`src/rtl/cna_pkg.sv`:
```
// ----------------------------------------------------------------------------
// cna_pkg
// Shared types and constants of the complex arithmetic unit: transaction
// structs, operation codes and derived widths for signed Q16.16 operands.
// ----------------------------------------------------------------------------
`default_nettype none

package cna_pkg;

  localparam int DATA_W = 32;
  localparam int FRAC_W = 16;

  // full product and sum-of-products widths
  localparam int PROD_W = 2 * DATA_W;
  localparam int DEN_W  = 2 * DATA_W + 1;
  // dividend after the fraction shift, also the quotient width
  localparam int DIVD_W = DEN_W + FRAC_W;
  localparam int CNT_W  = $clog2(DIVD_W);

  localparam int FIFO_DEPTH = 4;
  localparam int PTR_W      = $clog2(FIFO_DEPTH);

  typedef logic signed [DATA_W-1:0] data_t;

  typedef enum logic [2:0] {
    OP_ADD  = 3'd0,
    OP_SUB  = 3'd1,
    OP_MUL  = 3'd2,
    OP_DIV  = 3'd3,
    OP_MOD  = 3'd4,
    OP_CONJ = 3'd5,
    OP_NONE = 3'd6
  } op_t;

  typedef struct packed {
    logic [2:0] func;
    data_t      a_real;
    data_t      a_imag;
    data_t      b_real;
    data_t      b_imag;
  } in_t;

  typedef struct packed {
    data_t res_real;
    data_t res_imag;
    logic  saturated;
    logic  div_by_zero;
  } out_t;

  // classified command between front and back
  typedef struct packed {
    op_t              op;
    logic             dz;
    data_t            ar;
    data_t            ai;
    data_t            br;
    data_t            bi;
    logic [PROD_W-1:0] br2;
    logic [PROD_W-1:0] bi2;
  } cmd_t;

endpackage

`default_nettype wire

```
`src/rtl/cna_fifo.sv`:
```
// ----------------------------------------------------------------------------
// cna_fifo
// Short command queue between front and back so each side stalls on its own.
// ----------------------------------------------------------------------------
`default_nettype none

module cna_fifo import cna_pkg::*; (
  input  logic clk,
  input  logic rst,
  input  logic wr_valid,
  output logic wr_stall,
  input  cmd_t wr_data,
  output logic rd_valid,
  input  logic rd_stall,
  output cmd_t rd_data
);

  cmd_t             mem [FIFO_DEPTH];
  logic [PTR_W-1:0] wr_ptr;
  logic [PTR_W-1:0] rd_ptr;
  logic [PTR_W:0]   count;
  logic             wr_en;
  logic             rd_en;

  assign wr_stall = (count == (PTR_W+1)'(FIFO_DEPTH));
  assign rd_valid = (count != '0);
  assign wr_en    = wr_valid && !wr_stall;
  assign rd_en    = rd_valid && !rd_stall;
  assign rd_data  = mem[rd_ptr];

  // storage
  always_ff @(posedge clk) begin
    if (wr_en) begin
      mem[wr_ptr] <= wr_data;
    end
  end

  // pointers and fill count
  always_ff @(posedge clk) begin
    if (rst) begin
      wr_ptr <= '0;
      rd_ptr <= '0;
      count  <= '0;
    end else begin
      if (wr_en) begin
        wr_ptr <= wr_ptr + 1'b1;
      end
      if (rd_en) begin
        rd_ptr <= rd_ptr + 1'b1;
      end
      if (wr_en && !rd_en) begin
        count <= count + 1'b1;
      end else if (rd_en && !wr_en) begin
        count <= count - 1'b1;
      end
    end
  end

endmodule

`default_nettype wire

```
`config.mk`:
```
export PLATFORM = sky130hd
export DESIGN_NAME = cna_fifo
export DESIGN_NICKNAME = d
export VERILOG_FILES = /design/src/rtl/cna_pkg.sv /design/src/rtl/cna_fifo.sv
export SDC_FILE = /design/constraint.sdc
export NUM_CORES = 1
export LEC_CHECK = 0
export BUFFER_PORTS_ARGS = -buffer_cell sky130_fd_sc_hd__buf_2
export CAP_MARGIN = 20
export CELL_PAD_IN_SITES_DETAIL_PLACEMENT = 0
export CELL_PAD_IN_SITES_GLOBAL_PLACEMENT = 1
export CORE_ASPECT_RATIO = 0.8
export CORE_MARGIN = 4
export CORE_UTILIZATION = 39
export CTS_CLUSTER_SIZE = 28
export DETAILED_ROUTE_END_ITERATION = 10
export PLACE_DENSITY_LB_ADDON = 0.25
export SLEW_MARGIN = 40
export SYNTH_ARGS = -nofsm -noshare
export SYNTH_HDL_FRONTEND = slang
export SYNTH_SLANG_ARGS = --single-unit
```
`constraint.sdc`:
```
create_clock -name clk -period 13.96 [get_ports clk]
set_input_delay 1.396 -clock clk [delete_from_list [all_inputs] [get_ports clk]]
set_output_delay 1.396 -clock clk [all_outputs]
set_load 0.01 [all_outputs]
```
# Word level (Yosys, flattened, before mapping)
# Memories as Yosys holds them, arrays and structs flattened. A register that Yosys moved wholly into a read port is not among the register bits.
# Index checks and enable logic that the tools add are counted.
# word_totals
reg_bits	7
inputBits	264
n_memories	1
ram_bits	1040
# op_classes
muxes	6
addsub	4
n_reduce_logical	10
eq_ne	1
# memory_table
memory	depth	width	rd	rd_clocked_by_memory_dff	write_ports	line	source
mem	4	260	1	1	1	cna_fifo.sv:18	cmd_t mem [FIFO_DEPTH];
# ops
cell	n
$mux W3	2
$add A2 B1 Y2 const B	2
$logic_and A1 B1 Y1	4
$logic_not A1 Y1	4
$mux W2	2
$add A3 B1 Y3 const B	1
$eq A3 B3 Y1 const B	1
$reduce_bool A3 Y1	1
$sub A3 B1 Y3 const B	1
$mux W1	2
$reduce_bool A2 Y1	1

# Logic depth before layout (Yosys ltp)
# depth
ltp_word	7
mapped_depth	8

# Worst setup path before layout
# OpenSTA, ideal clock, no wires.
# synth_path
kind	input to register
startpoint	in wr_valid
endpoint	mem mem[0][0] (netlist name) (enable)
path_buffers	0
path_stages	3
arrival_ps	7632
path_slack_ps	5674
cell_sequence	inv_1 nor2_1 and2_1
# synth_between
elab_chain_cells	3
# synth_rtl
element	line	source
start: declaration	cna_fifo.sv:10	input logic wr_valid,
$logic_and A1 B1 Y1	cna_fifo.sv:27	assign wr_en = wr_valid && !wr_stall;
net wr_en	cna_fifo.sv:22	logic wr_en;
$mux W1	cna_fifo.sv:33	if (wr_en) begin
$mux W1 (not written as such)	cna_fifo.sv:34	mem[wr_ptr] <= wr_data;
end: declaration	cna_fifo.sv:18	
# The timed path passes the listed nets, and every way through them passes these cells.

==> impl_metrics.toml <==
[status]
status = "completed"

[power]
p_clk_share_pct = 33.6
power.density_nw_per_um2 = 179
p_sw_share_pct = 25.3
p_seq_share_pct = 47.2
p_leak_nw = 15.0
intPower_w = 0.00611
p_switching_w = 0.00207
ir_worst_vdd_uv = 127
combPwrFrac_pct = 19.3

[timing]
fmax_mhz = 189
period_needed_ps = 5300
finalHoldViolCount = 0
setup_viol = 0
timing.hold.ws_ps = 501
post-route-period-util_pct = 37.9
setup_tns_ps = 0
slew-limit-headroom_pct = 46.0
rsz0062_at_grt = "false"
worst_clock_skew_ps = 25.5
slew_violations = 0
max_slew.worst_pin.slew_ps = 811

[die]
start_util_pct = 39.3
die_h_um = 287
dieArea_um2 = 102000
rows = 102
io_pins = 526
die_w_um = 357
coreArea_um2 = 96700

[yosys]
synth_most_common_cell = "edfxtp_1"
syn_area_um2 = 38000
synth_top_area_cell = "edfxtp_1"
synth.distinct_cells = 20
syn_inst = 1409
synth-main-ff-cell = "edfxtp_1"
yosys-top-cells-area = "edfxtp_1 (82%), mux4_2 (15%), buf_6 (0.68%), dfxtp_1 (0.47%), buf_2 (0.36%)"
synth-seq-cells = 1049
yosys_warnings = 0
syn_avg_cell_area_um2 = 27.0
netlist.area_leader.share_pct = 82.2
synthArstFlopShare_pct = 0
syn-num-nets = 1679
synth_seq_area_share_pct = 82.7
synth_edf_count = 1040
ys_top_cells_by_count = "edfxtp_1 (1040), mux4_2 (260), buf_2 (27)"

[clock_network]
tritoncts = "yes"
numCtsBuffers = 105
cts_hold_buf = 0
clock-root-buffer = "clkbuf_16"
path_clk_slew_ps = 60
cts_num_sinks = 1049
cts_max_level = 3
clock_latency_ps = 660
cts_max_path_buffers = 3
cts_setup_buffers = 0
cts_resized = 0

[cells_and_area]
nNetsFinal = 2280
final_layout_size_suffix_gt1_share_pct = 46.3
multi_input_area_um2 = 6130
areaGrowthSynthToFinish_pct = 20.2
utilization_pct = 47.2
fillCellCount = 8048
register_area_um2 = 31400

[drt]
drtPass1Iterations = 5
ant_nets = 0
drt_iter0_markers = 995
route.detailed.drc = 0
routed_wl_mm = 78.1
vias_per_cell = 4.97
wl_per_cell_um = 22.9
routed-via-count = 17000

[setup_path]
worstSetupEndpointType = "output port"
cp.required_ps = 12560
path_max_fanout = 47
rr_worst_depth = 5
cp.arrival_ps = 3900
critPathLaunchType = "register"
crit_type = "reg -> out"

[place]
hpwl_mm = 47.7
gp_congestion = 0.719
port_buffers = 525

[grt]
grt_pass1_vias = 17900
grt_first_pass_wirelength_mm = 115
grt_max_degree = 93
antenna_found_initial = 29
grt_usage_pct = 15.0
overflow = 0

[min_path]
worstHoldPathCells = 2
min_path_type = "reg -> reg"

[flow_run]
drv_cap = 0
==> layout by cell type, fill, tap and decap left out <==
master,netlist,routed
edfxtp_1,1040,1040
buf_2,27,525
mux4_2,260,260
clkbuf_16,0,105
clkinv_2,0,25
clkinv_1,0,22
clkbuf_1,9,19
diode_2,0,18
buf_6,23,16
bufinv_16,0,12
dfxtp_1,9,7
inv_1,5,5
a21oi_1,5,5
ha_1,5,5
buf_12,0,5
and2_4,0,4
o21ai_0,4,4
or3_1,4,4
inv_16,0,4
buf_4,0,4
nor2_1,3,3
nand2b_1,3,3
clkinv_4,0,3
buf_16,0,3
xor2_1,2,2
mux2i_1,2,2
dfxtp_4,0,2
nor3b_1,1,1
nor3_1,1,1
or2_2,1,1
fa_1,1,1
clkinvlp_4,0,1
==> worst paths after layout <==
path / startpoint / to / slack (ps)
max: register / rd_data[130] / 8660
min reg2reg: rd_ptr[1] / register / 500
min: rd_ptr[1] / register / 500
max reg2reg: count[0] / mem[0][119] / 10530
==> critical path: stages, from the launching register on <==
cell	delay [ps]
dfxtp_4	560
buf_6	290
buf_16	310
buf_6	550
buf_6	610
mux4_2	600
buf_2	160
==> registers in the layout, indices dropped and copies added, names as in the netlist, named ones only <==
register  cells
count         3
rd_ptr        2
wr_ptr        2
mem        1040
==> metrics by stage <==
stage	setup WS, ps	cells	instance area (µm²)	total power, W
finish	8660	3412	45600	0.00817
global route	8220	3398	45600	0.00855
CTS	8010	3391	45500	0.00831
detailed placement	8740	3200	42100	0.00553
global placement	7950	3197	42000	0.00551
floorplan	5670	1409	38000	0.00497
==> per-layer routing <==
metal	up-vias	track usage (%)	share of wire, %
met5	-	0	0.19
met2	432	24.5	50
met1	8979	19.0	40
met4	24	3.94	1.9
met3	138	5.57	8.4
li1	7384	-	-
==> power by group through the flow <==
stage	Clock (W)	Sequential [W]	Combinational (W)
floorplan	0	0.00397	0.00101
global placement	0	0.00393	0.00158
detailed placement	0	0.00394	0.00159
CTS	0.00283	0.00387	0.00160
global route	0.00297	0.00388	0.00170
finish	0.00274	0.00385	0.00157
==> layout make-up <==
| type | instances | area share (%) |
|---|---|---|
| tap | 1300 | 3.56 |
| timing repair buffer | 553 | 6.62 |
| inverter | 5 | 0.0411 |
| antenna | 18 | 0.0987 |
| sequential | 1049 | 68.8 |
| multi-input combinational | 296 | 13.4 |
| clock buffer | 124 | 5.91 |
| clock inverter | 67 | 1.49 |
==> logic make-up (layout without fill, tap and decap cells) <==
group	count (synthesis)	after routing	share of synthesized area (%)
DFF	1049	1049	82.7
xor gates and xnor gates	2	2	0.0461
and+or+nand+nor	17	17	0.260
AOI/OAI and AO/OA	9	9	0.119
muxes	262	262	15.5
adders and majority gates	6	6	0.217
other	0	18	0
buffers and inverters	64	749	1.18
(Power assumes the default switching activity.)
